[src/dhcp_crp_pkg.sv]
// Shared types and constants of the DHCP client reply parser.
package dhcp_crp_pkg;

	localparam int DNS_SLOTS_DEF       = 4;
	localparam int MAX_FRAME_BYTES_DEF = 2048;
	localparam int RESULT_CAP          = 4;
	localparam int RES_CNT_W           = 3;
	localparam int DNS_CNT_W           = 4;
	localparam int QUEUE_PTR_W         = 1;

	localparam logic [31:0] XID_RESET      = 32'h12345678;
	localparam logic [31:0] XID_STEP       = 32'h01020304;
	localparam logic [31:0] MAGIC_COOKIE   = 32'h63825363;
	localparam logic [31:0] MASK_DEFAULT   = 32'hFFFFFF00;
	localparam logic [15:0] ETHERTYPE_IPV4 = 16'h0800;
	localparam logic [7:0]  PROTO_UDP      = 8'd17;
	localparam logic [15:0] PORT_SERVER    = 16'd67;
	localparam logic [15:0] PORT_CLIENT    = 16'd68;

	localparam logic [7:0] OPT_PAD    = 8'd0;
	localparam logic [7:0] OPT_MASK   = 8'd1;
	localparam logic [7:0] OPT_ROUTER = 8'd3;
	localparam logic [7:0] OPT_DNS    = 8'd6;
	localparam logic [7:0] OPT_MSG    = 8'd53;
	localparam logic [7:0] OPT_SERVER = 8'd54;
	localparam logic [7:0] OPT_END    = 8'd255;

	localparam logic [31:0] MSG_OFFER = 32'd2;
	localparam logic [31:0] MSG_ACK   = 32'd5;

	typedef enum logic [2:0] {
		ACT_DROP     = 3'd0,
		ACT_DISCOVER = 3'd1,
		ACT_REQUEST  = 3'd2,
		ACT_LEASE    = 3'd3,
		ACT_MISMATCH = 3'd4,
		ACT_IGNORED  = 3'd5
	} action_t;

	typedef enum logic [1:0] {
		PH_IDLE  = 2'd0,
		PH_OFFER = 2'd1,
		PH_ACK   = 2'd2
	} phase_t;

	typedef enum logic [1:0] {
		OM_CODE = 2'd0,
		OM_LEN  = 2'd1,
		OM_BODY = 2'd2,
		OM_DONE = 2'd3
	} opt_mode_t;

	typedef struct packed {
		logic [47:0] src_mac;
		logic [15:0] ether_kind;
		logic [7:0]  vihl;
		logic [7:0]  proto;
		logic [31:0] src_ip;
		logic [15:0] sport;
		logic [15:0] dport;
		logic [15:0] ulen;
		logic [31:0] xid;
		logic [31:0] yiaddr;
		logic [31:0] cookie;
	} hdr_t;

	typedef struct packed {
		opt_mode_t            mode;
		logic [7:0]           code;
		logic [7:0]           len;
		logic [7:0]           idx;
		logic [31:0]          word;
		logic [31:0]          first4;
		logic [DNS_CNT_W-1:0] pend;
	} opt_t;

	typedef struct packed {
		logic [31:0] msg;
		logic [31:0] server;
		logic [31:0] mask;
		logic [31:0] router;
	} vals_t;

	typedef struct packed {
		action_t                        action;
		logic [31:0]                    xid;
		logic [31:0]                    client;
		logic [31:0]                    server;
		logic [31:0]                    mask;
		logic [31:0]                    router;
		logic                           changed;
		logic [47:0]                    smac;
		logic                           smac_ok;
		logic [RESULT_CAP-1:0][31:0]    dns;
		logic [RES_CNT_W-1:0]           n;
	} rec_t;

endpackage

[src/dhcp_client_reply_parser.sv]
// Top level of the DHCP client reply parser.
// Input side is a push port: drive operation, data_byte and last_byte with push; a
// word is taken at a clock edge where push is high and full is low. A frame byte
// or a start command is taken every cycle while full is low.
// Result side is a queue: while empty is low the oldest result is on the result
// ports, and it is removed at an edge where pop is high.
// A start command or the last byte of a frame writes a record into the queue; an
// acknowledge with several DNS servers gives up to four results from it, one per
// cycle while pop is held.
// The configuration channel (cfg_valid, cfg_ready, cfg_data) writes our own MAC
// address; cfg_ready is always high.
// Between the parser and the result side sits a two-entry record queue. When
// the receiver stalls, this queue fills and full rises, holding off the source.
// Asynchronous reset clears the session, sets the transaction id to its
// initial value and empties the record queue.
module dhcp_client_reply_parser #(
	parameter int DNS_SLOTS       = dhcp_crp_pkg::DNS_SLOTS_DEF,
	parameter int MAX_FRAME_BYTES = dhcp_crp_pkg::MAX_FRAME_BYTES_DEF
) (
	input  logic        clk,
	input  logic        arst_n,
	input  logic        push,
	output logic        full,
	input  logic        operation,
	input  logic [7:0]  data_byte,
	input  logic        last_byte,
	output logic        empty,
	input  logic        pop,
	output logic [2:0]  action,
	output logic [31:0] transaction_id,
	output logic [31:0] client_addr,
	output logic [31:0] server_addr,
	output logic [31:0] net_mask,
	output logic [31:0] router_addr,
	output logic        addr_moved,
	output logic [47:0] server_mac,
	output logic        server_mac_ok,
	output logic [31:0] dns_server,
	output logic        last,
	input  logic        cfg_valid,
	output logic        cfg_ready,
	input  logic [47:0] cfg_data
);
	import dhcp_crp_pkg::*;

	logic item_acc, rec_valid, rd_en;
	rec_t rec, head;

	assign cfg_ready = 1'b1;
	assign item_acc  = push && !full;

	dhcp_crp_front #(
		.DNS_SLOTS      (DNS_SLOTS),
		.MAX_FRAME_BYTES(MAX_FRAME_BYTES)
	) u_front (
		.clk      (clk),
		.arst_n   (arst_n),
		.item_acc (item_acc),
		.operation(operation),
		.data_byte(data_byte),
		.last_byte(last_byte),
		.cfg_we   (cfg_valid && cfg_ready),
		.cfg_data (cfg_data),
		.rec_valid(rec_valid),
		.rec      (rec)
	);

	dhcp_crp_queue u_queue (
		.clk    (clk),
		.arst_n (arst_n),
		.wr_en  (rec_valid),
		.wr_rec (rec),
		.q_full (full),
		.q_empty(empty),
		.rd_en  (rd_en),
		.rd_rec (head)
	);

	dhcp_crp_back u_back (
		.clk           (clk),
		.arst_n        (arst_n),
		.q_empty       (empty),
		.head          (head),
		.pop           (pop),
		.rd_en         (rd_en),
		.action        (action),
		.transaction_id(transaction_id),
		.client_addr   (client_addr),
		.server_addr   (server_addr),
		.net_mask      (net_mask),
		.router_addr   (router_addr),
		.addr_moved    (addr_moved),
		.server_mac    (server_mac),
		.server_mac_ok (server_mac_ok),
		.dns_server    (dns_server),
		.last          (last)
	);

endmodule

[src/dhcp_crp_front.sv]
// Front part: frame byte parser, session state and per-word decision record.
module dhcp_crp_front #(
	parameter int DNS_SLOTS       = dhcp_crp_pkg::DNS_SLOTS_DEF,
	parameter int MAX_FRAME_BYTES = dhcp_crp_pkg::MAX_FRAME_BYTES_DEF
) (
	input  logic               clk,
	input  logic               arst_n,
	input  logic               item_acc,
	input  logic               operation,
	input  logic [7:0]         data_byte,
	input  logic               last_byte,
	input  logic               cfg_we,
	input  logic [47:0]        cfg_data,
	output logic               rec_valid,
	output dhcp_crp_pkg::rec_t rec
);
	import dhcp_crp_pkg::*;

	localparam int POS_W = $clog2(MAX_FRAME_BYTES + 1);
	localparam int IDX_W = (DNS_SLOTS > 1) ? $clog2(DNS_SLOTS) : 1;

	logic [47:0]      own_mac_q;
	phase_t           phase_q, phase_n;
	logic             active_q, active_n;
	logic [31:0]      cur_xid_q, cur_xid_n, prev_xid_q, prev_xid_n;
	logic [31:0]      offered_q, offered_n, sserver_q, sserver_n, iface_q, iface_n;
	logic [47:0]      smac_q, smac_n;
	logic             smac_ok_q, smac_ok_n;
	logic [POS_W-1:0] pos_q, pos_n;
	hdr_t             h_q, hn;
	opt_t             o_q, on;
	vals_t            v_q, vn;
	logic [DNS_CNT_W-1:0] cnt_q, cnt_n;
	logic [31:0]      dns_q [DNS_SLOTS];
	logic [31:0]      dns_n [DNS_SLOTS];

	logic             is_start, is_last, take;
	logic [3:0]       ihl, ihl_j;
	logic [17:0]      uoff, uoff_j, r18, ulen18, len18, b18;
	logic [POS_W-1:0] r;
	logic [31:0]      w;
	logic [DNS_CNT_W:0] slot;
	logic [7:0]       idx1;
	logic             bad, cur, prev, sane;
	phase_t           phase_eff;
	logic [31:0]      server;

	assign is_start = item_acc && operation;
	assign is_last  = item_acc && !operation && last_byte;
	assign take     = item_acc && !operation && (pos_q < POS_W'(MAX_FRAME_BYTES));

	always_comb begin
		hn    = h_q;
		on    = o_q;
		vn    = v_q;
		cnt_n = cnt_q;
		pos_n = pos_q;
		for (int j = 0; j < DNS_SLOTS; j++) begin
			dns_n[j] = dns_q[j];
		end
		ihl    = 4'd0;
		uoff   = 18'd0;
		r      = '0;
		r18    = 18'd0;
		ulen18 = 18'(h_q.ulen);
		b18    = 18'(data_byte);
		w      = {o_q.word[23:0], data_byte};
		slot   = (DNS_CNT_W + 1)'(cnt_q) + (DNS_CNT_W + 1)'(o_q.pend);
		idx1   = o_q.idx + 8'd1;
		if (take) begin
			pos_n = pos_q + POS_W'(1);
			if (pos_q >= POS_W'(6) && pos_q < POS_W'(12)) begin
				hn.src_mac = {h_q.src_mac[39:0], data_byte};
			end
			if (pos_q == POS_W'(12) || pos_q == POS_W'(13)) begin
				hn.ether_kind = {h_q.ether_kind[7:0], data_byte};
			end
			if (pos_q == POS_W'(14)) begin
				hn.vihl = data_byte;
			end
			if (pos_q == POS_W'(23)) begin
				hn.proto = data_byte;
			end
			if (pos_q >= POS_W'(26) && pos_q < POS_W'(30)) begin
				hn.src_ip = {h_q.src_ip[23:0], data_byte};
			end
			ihl  = h_q.vihl[3:0];
			uoff = 18'd14 + 18'({ihl, 2'b00});
			if (pos_q >= POS_W'(15) && h_q.vihl[7:4] == 4'd4 && ihl >= 4'd5 &&
				18'(pos_q) >= uoff) begin
				r18 = 18'(pos_q) - uoff;
				r   = r18[POS_W-1:0];
				if (r < POS_W'(2)) begin
					hn.sport = {h_q.sport[7:0], data_byte};
				end else if (r < POS_W'(4)) begin
					hn.dport = {h_q.dport[7:0], data_byte};
				end else if (r < POS_W'(6)) begin
					hn.ulen = {h_q.ulen[7:0], data_byte};
				end else if (r >= POS_W'(12) && r < POS_W'(16)) begin
					hn.xid = {h_q.xid[23:0], data_byte};
				end else if (r >= POS_W'(24) && r < POS_W'(28)) begin
					hn.yiaddr = {h_q.yiaddr[23:0], data_byte};
				end else if (r >= POS_W'(244) && r < POS_W'(248)) begin
					hn.cookie = {h_q.cookie[23:0], data_byte};
				end else if (r >= POS_W'(248) && h_q.ulen >= 16'd248) begin
					case (o_q.mode)
						OM_CODE: begin
							if (r18 + 18'd1 >= ulen18 || data_byte == OPT_END) begin
								on.mode = OM_DONE;
							end else if (data_byte != OPT_PAD) begin
								on.code = data_byte;
								on.mode = OM_LEN;
							end
						end
						OM_LEN: begin
							if (r18 + 18'd1 + b18 > ulen18) begin
								on.mode = OM_DONE;
							end else begin
								on.len    = data_byte;
								on.idx    = 8'd0;
								on.word   = 32'd0;
								on.first4 = 32'd0;
								on.pend   = '0;
								on.mode   = (data_byte == 8'd0) ? OM_CODE : OM_BODY;
							end
						end
						OM_BODY: begin
							on.word = w;
							if (o_q.code == OPT_MSG && o_q.idx == 8'd0) begin
								on.first4 = 32'(data_byte);
							end
							if (o_q.code != OPT_MSG && o_q.idx == 8'd3) begin
								on.first4 = w;
							end
							if (o_q.code == OPT_DNS && o_q.idx[1:0] == 2'd3 && w != 32'd0 &&
								slot < (DNS_CNT_W + 1)'(DNS_SLOTS)) begin
								dns_n[slot[IDX_W-1:0]] = w;
								on.pend = o_q.pend + DNS_CNT_W'(1);
							end
							on.idx = idx1;
							if (idx1 >= o_q.len) begin
								if (o_q.code == OPT_MSG) begin
									vn.msg = on.first4;
								end else if (o_q.len >= 8'd4) begin
									if (o_q.code == OPT_SERVER) begin
										vn.server = on.first4;
									end else if (o_q.code == OPT_MASK) begin
										vn.mask = on.first4;
									end else if (o_q.code == OPT_ROUTER) begin
										vn.router = on.first4;
									end
								end
								if (o_q.code == OPT_DNS) begin
									cnt_n = cnt_q + on.pend;
								end
								on.mode = OM_CODE;
							end
						end
						default: begin
						end
					endcase
				end
			end
		end
	end

	always_comb begin
		phase_n   = phase_q;
		active_n  = active_q;
		cur_xid_n = cur_xid_q;
		prev_xid_n = prev_xid_q;
		offered_n = offered_q;
		sserver_n = sserver_q;
		smac_n    = smac_q;
		smac_ok_n = smac_ok_q;
		iface_n   = iface_q;
		rec       = '0;
		rec_valid = is_start || is_last;
		len18     = 18'(pos_n);
		ihl_j     = hn.vihl[3:0];
		uoff_j    = 18'd14 + 18'({ihl_j, 2'b00});
		bad = !active_q || len18 < 18'd42 || hn.ether_kind != ETHERTYPE_IPV4 ||
			hn.vihl[7:4] != 4'd4 || ihl_j < 4'd5 || uoff_j + 18'd8 > len18 ||
			hn.proto != PROTO_UDP || hn.dport != PORT_CLIENT || hn.sport != PORT_SERVER ||
			hn.ulen < 16'd248 || uoff_j + 18'd248 > len18 || hn.cookie != MAGIC_COOKIE;
		cur  = (hn.xid == cur_xid_q);
		prev = !cur && prev_xid_q != 32'd0 && hn.xid == prev_xid_q;
		phase_eff = prev ? PH_ACK : phase_q;
		server = (vn.server != 32'd0) ? vn.server : hn.src_ip;
		sane = !hn.src_mac[40] && hn.src_mac != 48'd0 && hn.src_mac != '1 &&
			hn.src_mac != own_mac_q;
		if (is_start) begin
			prev_xid_n = cur_xid_q;
			offered_n  = 32'd0;
			sserver_n  = 32'd0;
			smac_n     = 48'd0;
			smac_ok_n  = 1'b0;
			cur_xid_n  = cur_xid_q + XID_STEP;
			iface_n    = 32'd0;
			phase_n    = PH_OFFER;
			active_n   = 1'b1;
			rec.action = ACT_DISCOVER;
			rec.xid    = cur_xid_n;
		end else if (is_last && !bad) begin
			if (!cur && !prev) begin
				rec.action = ACT_MISMATCH;
				rec.xid    = cur_xid_q;
			end else begin
				if (prev) begin
					cur_xid_n = hn.xid;
					phase_n   = PH_ACK;
				end
				rec.xid = cur_xid_n;
				if (vn.msg == MSG_OFFER && phase_eff == PH_OFFER) begin
					offered_n   = hn.yiaddr;
					sserver_n   = server;
					smac_n      = hn.src_mac;
					smac_ok_n   = sane;
					phase_n     = PH_ACK;
					rec.action  = ACT_REQUEST;
					rec.client  = hn.yiaddr;
					rec.server  = server;
					rec.smac    = hn.src_mac;
					rec.smac_ok = sane;
				end else if (vn.msg == MSG_ACK && phase_eff == PH_ACK) begin
					rec.action  = ACT_LEASE;
					rec.client  = hn.yiaddr;
					rec.server  = server;
					rec.mask    = (vn.mask != 32'd0) ? vn.mask : MASK_DEFAULT;
					rec.router  = vn.router;
					rec.changed = (iface_q != hn.yiaddr);
					rec.smac    = smac_q;
					rec.smac_ok = smac_ok_q;
					rec.n = (cnt_n > DNS_CNT_W'(RESULT_CAP)) ? RES_CNT_W'(RESULT_CAP) :
						RES_CNT_W'(cnt_n);
					for (int k = 0; k < RESULT_CAP; k++) begin
						if (k < DNS_SLOTS) begin
							rec.dns[k] = dns_n[k];
						end
					end
					iface_n    = hn.yiaddr;
					phase_n    = PH_IDLE;
					active_n   = 1'b0;
					prev_xid_n = 32'd0;
					offered_n  = 32'd0;
					smac_ok_n  = 1'b0;
				end else begin
					rec.action = ACT_IGNORED;
				end
			end
		end
	end

	always_ff @(posedge clk or negedge arst_n) begin
		if (!arst_n) begin
			own_mac_q  <= 48'd0;
			phase_q    <= PH_IDLE;
			active_q   <= 1'b0;
			cur_xid_q  <= XID_RESET;
			prev_xid_q <= 32'd0;
			offered_q  <= 32'd0;
			sserver_q  <= 32'd0;
			smac_q     <= 48'd0;
			smac_ok_q  <= 1'b0;
			iface_q    <= 32'd0;
			pos_q      <= '0;
			h_q        <= '0;
			o_q        <= '0;
			v_q        <= '0;
			cnt_q      <= '0;
		end else begin
			if (cfg_we) begin
				own_mac_q <= cfg_data;
			end
			phase_q    <= phase_n;
			active_q   <= active_n;
			cur_xid_q  <= cur_xid_n;
			prev_xid_q <= prev_xid_n;
			offered_q  <= offered_n;
			sserver_q  <= sserver_n;
			smac_q     <= smac_n;
			smac_ok_q  <= smac_ok_n;
			iface_q    <= iface_n;
			if (is_start || is_last) begin
				pos_q <= '0;
				h_q   <= '0;
				o_q   <= '0;
				v_q   <= '0;
				cnt_q <= '0;
			end else begin
				pos_q <= pos_n;
				h_q   <= hn;
				o_q   <= on;
				v_q   <= vn;
				cnt_q <= cnt_n;
			end
		end
	end

	always_ff @(posedge clk) begin
		for (int j = 0; j < DNS_SLOTS; j++) begin
			dns_q[j] <= dns_n[j];
		end
	end

endmodule

[src/dhcp_crp_queue.sv]
// Short record queue between the front and back parts.
module dhcp_crp_queue (
	input  logic               clk,
	input  logic               arst_n,
	input  logic               wr_en,
	input  dhcp_crp_pkg::rec_t wr_rec,
	output logic               q_full,
	output logic               q_empty,
	input  logic               rd_en,
	output dhcp_crp_pkg::rec_t rd_rec
);
	import dhcp_crp_pkg::*;

	localparam int DEPTH = 1 << QUEUE_PTR_W;

	rec_t                 mem_q [DEPTH];
	logic [QUEUE_PTR_W-1:0] wr_ptr_q, rd_ptr_q;
	logic [QUEUE_PTR_W:0]   cnt_q;

	assign q_full  = (cnt_q == (QUEUE_PTR_W + 1)'(DEPTH));
	assign q_empty = (cnt_q == '0);
	assign rd_rec  = mem_q[rd_ptr_q];

	always_ff @(posedge clk or negedge arst_n) begin
		if (!arst_n) begin
			wr_ptr_q <= '0;
			rd_ptr_q <= '0;
			cnt_q    <= '0;
		end else begin
			if (wr_en) begin
				wr_ptr_q <= wr_ptr_q + QUEUE_PTR_W'(1);
			end
			if (rd_en) begin
				rd_ptr_q <= rd_ptr_q + QUEUE_PTR_W'(1);
			end
			if (wr_en && !rd_en) begin
				cnt_q <= cnt_q + (QUEUE_PTR_W + 1)'(1);
			end else if (rd_en && !wr_en) begin
				cnt_q <= cnt_q - (QUEUE_PTR_W + 1)'(1);
			end
		end
	end

	always_ff @(posedge clk) begin
		if (wr_en) begin
			mem_q[wr_ptr_q] <= wr_rec;
		end
	end

endmodule

[src/dhcp_crp_back.sv]
// Back part: expands a decision record into one or more result words.
module dhcp_crp_back (
	input  logic               clk,
	input  logic               arst_n,
	input  logic               q_empty,
	input  dhcp_crp_pkg::rec_t head,
	input  logic               pop,
	output logic               rd_en,
	output logic [2:0]         action,
	output logic [31:0]        transaction_id,
	output logic [31:0]        client_addr,
	output logic [31:0]        server_addr,
	output logic [31:0]        net_mask,
	output logic [31:0]        router_addr,
	output logic               addr_moved,
	output logic [47:0]        server_mac,
	output logic               server_mac_ok,
	output logic [31:0]        dns_server,
	output logic               last
);
	import dhcp_crp_pkg::*;

	localparam int K_W = $clog2(RESULT_CAP);

	logic [K_W-1:0] k_q;

	assign last = (head.n == '0) || (RES_CNT_W'(k_q) + RES_CNT_W'(1) == head.n);
	assign rd_en = pop && !q_empty && last;

	assign action         = head.action;
	assign transaction_id = head.xid;
	assign client_addr    = head.client;
	assign server_addr    = head.server;
	assign net_mask       = head.mask;
	assign router_addr    = head.router;
	assign addr_moved     = head.changed;
	assign server_mac     = head.smac;
	assign server_mac_ok  = head.smac_ok;
	assign dns_server     = (head.n == '0) ? 32'd0 : head.dns[k_q];

	always_ff @(posedge clk or negedge arst_n) begin
		if (!arst_n) begin
			k_q <= '0;
		end else if (pop && !q_empty) begin
			k_q <= last ? '0 : k_q + K_W'(1);
		end
	end

endmodule

[config.mk]
export PLATFORM = sky130hd
export DESIGN_NAME = dhcp_client_reply_parser
export DESIGN_NICKNAME = d
export VERILOG_FILES = /design/src/dhcp_crp_pkg.sv /design/src/dhcp_client_reply_parser.sv /design/src/dhcp_crp_front.sv /design/src/dhcp_crp_queue.sv /design/src/dhcp_crp_back.sv
export SDC_FILE = /design/constraint.sdc
export NUM_CORES = 2
export LEC_CHECK = 0
export ABC_AREA = 1
export BUFFER_PORTS_ARGS = -buffer_cell sky130_fd_sc_hd__clkbuf_2
export CELL_PAD_IN_SITES_DETAIL_PLACEMENT = 1
export CELL_PAD_IN_SITES_GLOBAL_PLACEMENT = 2
export CORE_MARGIN = 2
export CORE_UTILIZATION = 39
export CTS_CLUSTER_SIZE = 10
export DETAILED_ROUTE_END_ITERATION = 6
export PLACE_DENSITY_LB_ADDON = 0.1
export SYNTH_ARGS = -nofsm -noshare
export SYNTH_HDL_FRONTEND = slang
export SYNTH_SLANG_ARGS = --single-unit
[constraint.sdc]
create_clock -name clk -period 21.6 [get_ports clk]
set_input_delay 4.32 -clock clk [delete_from_list [all_inputs] [get_ports clk]]
set_output_delay 4.32 -clock clk [all_outputs]
set_load 0.02 [all_outputs]
; ---- Yosys cells after proc, flatten, opt, wreduce, memory -nomap -nowiden
; Memory sizes are Yosys's and may differ from the RTL's.
; Cells that the tools add are included.
[word_totals]
memories = 2
elab_cells = 385
ff_bits = 688
inputBits = 63
mem_bits_rw = 816
out_inout_bits = 249
[memory_table]
columns = name, words, word_bits, read_ports, rd_clocked_by_memory_dff, write_ports, line
row1 = u_queue.mem_q, 2, 344, 1, 0, 1, dhcp_crp_queue.sv:16  ; rec_t mem_q [DEPTH];
row2 = u_front.dns_q, 4, 32, 4, 0, 4, dhcp_crp_front.sv:34  ; logic [31:0] dns_q [DNS_SLOTS];
[classes]
addsub = 19
n_mux = 158
magnitude_cmp = 33
n_reduce_logical = 90
bitwise = 1
n_eq_ne = 46
[op_table]
columns = operator, count
row1 = two-way mux 128 bit, 24
row2 = two-way mux 32 bit, 31
row3 = two-way mux 94 bit, 10
row4 = two-way mux 309 bit, 3
row5 = two-way mux 256 bit, 2
row6 = two-way mux 344 bit, 1
row7 = two-way mux 96 bit, 3
row8 = two-way mux 48 bit, 5
row9 = two-way mux 64 bit, 3
row10 = case mux 76 bit (2 select lines), 1
row11 = two-way mux 144 bit, 1
row12 = two-way mux 131 bit, 1
row13 = bitwise mux 128 bit, 1
row14 = nonzero test 32 bit, 4
row15 = two-way mux 112 bit, 1
row16 = two-way mux 4 bit, 24
row17 = two-way mux 84 bit, 1
row18 = two-way mux 35 bit, 2
row19 = two-way mux 65 bit, 1
row20 = binary-select mux 32 bit (select 2 bit), 1
row21 = demux 32 bit (select 2 bit), 1
row22 = == test 32 bit, 2
row23 = two-way mux 16 bit, 4
row24 = two-way mux 49 bit, 1
row25 = 92 further kinds, 219

; ---- Logic depth before layout (Yosys ltp)
[logic_depth]
ltp_word = 35
ltp_mapped = 39
depth_no_buf = 37

; ---- Cells and area by module
; From an unflattened synthesis, not the netlist that was laid out.
[unflattened]
hier_cells = 7821
hier_area_um2 = 73053.8
[by_module_without_submodules]
columns = mod, area_per_inst_um2, seq_area_each_um2, cells_per_inst, instances
row1 = dhcp_crp_front, 44968.1, 19645.1, 6228, 1
row2 = dhcp_crp_queue, 25155.4, 20759.9, 1095, 1
row3 = dhcp_crp_back, 2909.0, 50.0, 494, 1
row4 = dhcp_client_reply_parser, 21.3, 0.0, 4, 1

; ---- Worst setup path after synthesis
; No wires, ideal clock.
[synth_timing]
kind = in2reg
start = input port operation
end = memory u_queue.mem_q[1][0] (netlist bit) (enable)
path_buffers = 0
cell_stages = 7
setup_ns = 1.060
slack_ns = 1.373
arrival_time_ns = 19.167
required_ns = 20.540
cell_sequence = inv_1 > nand3_1 > inv_1 > nand2_1 > inv_1 > nor2_1 > nor2_1
[synth_between]
elab_chain_cells = 6
elab_cells_between_ends = 7
cone_classes = mux: 2 / reduce/logical: 5
[synth_lines]
columns = item, line
row1 = from (decl), dhcp_client_reply_parser.sv:24  ; input logic operation,
row2 = zero test 1 bit, dhcp_crp_front.sv:49  ; assign is_last = item_acc && !operation && last_byte;
row3 = logical AND 1 bit (2 in series), dhcp_crp_front.sv:49
row4 = logical OR 1 bit *, dhcp_crp_front.sv:178  ; rec_valid = is_start || is_last;
row5 = two-way mux 1 bit *, dhcp_crp_queue.sv:45  ; if (wr_en) begin
row6 = two-way mux 1 bit (implied by the code) *, dhcp_crp_queue.sv:46  ; mem_q[wr_ptr_q] <= wr_rec;
row7 = to (decl), dhcp_crp_queue.sv:16
; Every way passes the cells marked *; elsewhere a longest branch is shown, timed or not.

==> metrics.txt <==
status complete, no violations; Post-Synth XOR/XNOR Area 0.0169; initial DRC count 3,462; Final WS setup 10.28 ns; Rel. slew slack 0.262; Mapped Cells 8,085; Post-CTS Resized 0; maxcap violations 0; WL/cell around 21 µm; final hold viol count 0; Synth-to-Final Area Change 13.4%; Remaining Overflow, GRT 0; gp weighted congestion ~0.84; CTS Buf Count 178; asr flop ratio synth 0.457; most common cell in the synthesized netlist nand2_1; Leakage Power 37.4 nW; setup_tns 0 ns; fin area 0.0799 mm²; largest net degree at the start of global routing 147; Worst Path Required 22.26 ns; CTS max path bufs 3; most instantiated cells after synthesis 2,161 x nand2_1, 1,146 x nor2_1, 935 x inv_1; DR top layer met4; Crit. End Element flop; layout cells sized above 1 0.0939; sequential share of the synthesized area 0.574; synth unique cells between 60 and 70; Std-Cell Core Area approximately 0.18 mm²; FF+latch count, synth between 1,500 and 2,000; crit-path max cell delay 0.77 ns; antenna violations before repair 11; Yosys top cell area share 0.293; Initial DRT Pass Iterations 5; Sink Count 1,504; Final Power 8.70 mW; Mapped Area 0.0705 mm²; CTS root buf clkbuf_16; Detail Route Antenna Nets 0; Synth Warn # 0; RR Endpoint u_queue.mem_q[1][27]$_DFFE_PP_; peak supply drop 0.0907 mV; clock skew 0.0563 ns; clk_lat worst skew 0.85 ns; R2R Setup Slk 12.62 ns; Setup CP Type in2reg; drt via density 5.11; Min-Delay Startpoint u_front.dns_q[0][14]$_DFF_P_; largest family of logic cells by synthesized area simple AND/OR/NAND/NOR gates; hold crit path type reg2reg; Synth Area in Adders 0.0173; Met1 Routed Length just under 100,000 µm; main flop type after synthesis edfxtp_1; CP max-delay cell nor2_1; Worst path most repeated cell nand2_1; Inst Count DP 10,500; Area contributors post-synth edfxtp_1 29%, dfrtp_1 24%, nand2_1 12%; Pins Over Slew Limit 0; fin cells 10,900; Post-DP Area around 0.074 mm²; Critical Path Source Type primary input; WHS 0.471 ns; Total Nets Final approximately 8,500; Synth area leader edfxtp_1; IO Count 312; RSZ-0062 raised after global routing false; # rows 156; Final Cycle Share 0.524; FF-to-FF path depth 30; final wirelength 228,000 µm; Worst Hold End u_front.dns_q[0][14]$_DFF_P_; setup repair bufs after CTS 0; number of global-route vias before repair 58,200; hold_buf cts 0; crit path from operation; hold depth 2; Die Wd 429 µm; critical path peak fanout 65; IO buf count just over 300; vias post-DR around 55,000; Post-DP HPWL 149,000 µm; htree depth 4; R2R Path Start u_front.h_q[184]$_DFF_PN0_; gr usage total 0.246; Layout Utilization 0.443; die area 0.184 mm²; Max Freq 88.3 MHz; compound-cell area share of the yosys netlist 0.0806; worst-margin pin slew between 1 and 1.5 ns; Post-Synth Simple-Gate Area 0.218; TritonCTS clock tree built; P per Cell Area approximately 110 mW/mm²; proportion of synthesized area in mux cells 0.0177; Vert. Die Dim 429 µm; Post-synth EDFFs 688; DP Worst Slack 9.37 ns; met3 wire len 6320 µm; Starting Density 0.391; Post-Syn Nets between 8,000 and 9,000; met2 routed WL 117,000 µm; Final setup viols 0; Post-route DRC 0; min Tclk post-route 11.32 ns; crit path DAT 11.98 ns; Avg Cell Area, Syn 8.72 µm²; first-pass GRT wire length roughly 350,000 µm; clk slew on worst S/H paths 0.06 ns
## placed cells by master, fill, tap and decap left out, drive strengths merged, types with 42 or more instances in the layout
cell / n
ha: 91
buf: 133
xor2: 112
o21ai: 786
inv: 955
edfxtp: 688
mux2: 43
a21oi: 139
nand4: 131
nor2: 1154
mux2i: 76
nor3: 42
o22ai: 92
nand3: 211
nand2: 2176
dfrtp: 675
dfxtp: 128
clkbuf: 610
## cells by family after synthesis
| logic type | Yosys count |
|---|---|
| and+or+nand+nor | 3806 |
| adders and majority gates | 95 |
| AOI/OAI and AO/OA | 1083 |
| muxes | 119 |
| buffers and inverters | 1341 |
| DFF | 1504 |
| other | 1 |
| xor gates and xnor gates | 136 |
## layer usage
| layer | vias up | track usage |
|---|---|---|
| met3 | 295 | 0.0277 |
| met1 | 27800 | 0.313 |
| met4 | 0 | 0.0689 |
| met5 | - | 0 |
| met2 | 783 | 0.441 |
| li1 | 26500 | - |
## where the power goes
group	leakage, nW	internal [mW]	switching, mW
clock	2.61	1.61	1.23
sequential	16.9	3.33	0.165
combinational	17.9	0.599	1.76
total	37.4	5.54	3.16
## sequential cells by signal (all words and copies together), names as in the netlist
signal              count
u_front.pos_q          12
u_queue.rd_ptr_q        1
u_front.smac_q         48
u_queue.mem_q         688
u_front.own_mac_q      48
u_front.active_q        1
u_front.cnt_q           4
u_queue.wr_ptr_q        1
u_front.h_q           256
u_front.iface_q        32
u_front.phase_q         2
u_queue.cnt_q           2
u_back.k_q              2
u_front.smac_ok_q       1
u_front.cur_xid_q      32
u_front.prev_xid_q     32
u_front.dns_q         128
u_front.o_q            86
u_front.v_q           128
## worst max-delay path: cells and delay by family
kind	cells	cell delay [ns]
buf+inv	9	1.75
fa+ha+maj	3	0.74
compound gates	2	0.83
xor+xnor	1	0.15
simple gates	22	4.04
## cell type report
class | count | area [µm²]
timing repair buffer | 442 | 2580
clock buffer | 301 | 5080
antenna | 6 | 15.0
sequential | 1504 | 40500
tap | 2370 | 2970
clock inverter | 28 | 379
fill | 21100 | 100000
multi-input combinational | 5240 | 24800
inverter | 961 | 3630
## worst max-delay path by stage
stage,endpoint,slack (ns)
after global routing,u_queue.mem_q[0][307]$_DFFE_PP_,9.47
after floorplan,u_queue.mem_q[1][0]$_DFFE_PP_,1.37
after global placement,u_queue.mem_q[0][258]$_DFFE_PP_,9.55
final,u_queue.mem_q[0][276]$_DFFE_PP_,10.28
after detailed placement,u_queue.mem_q[1][276]$_DFFE_PP_,9.37
after CTS,u_queue.mem_q[0][276]$_DFFE_PP_,10.27
(Power assumes the default switching activity.)
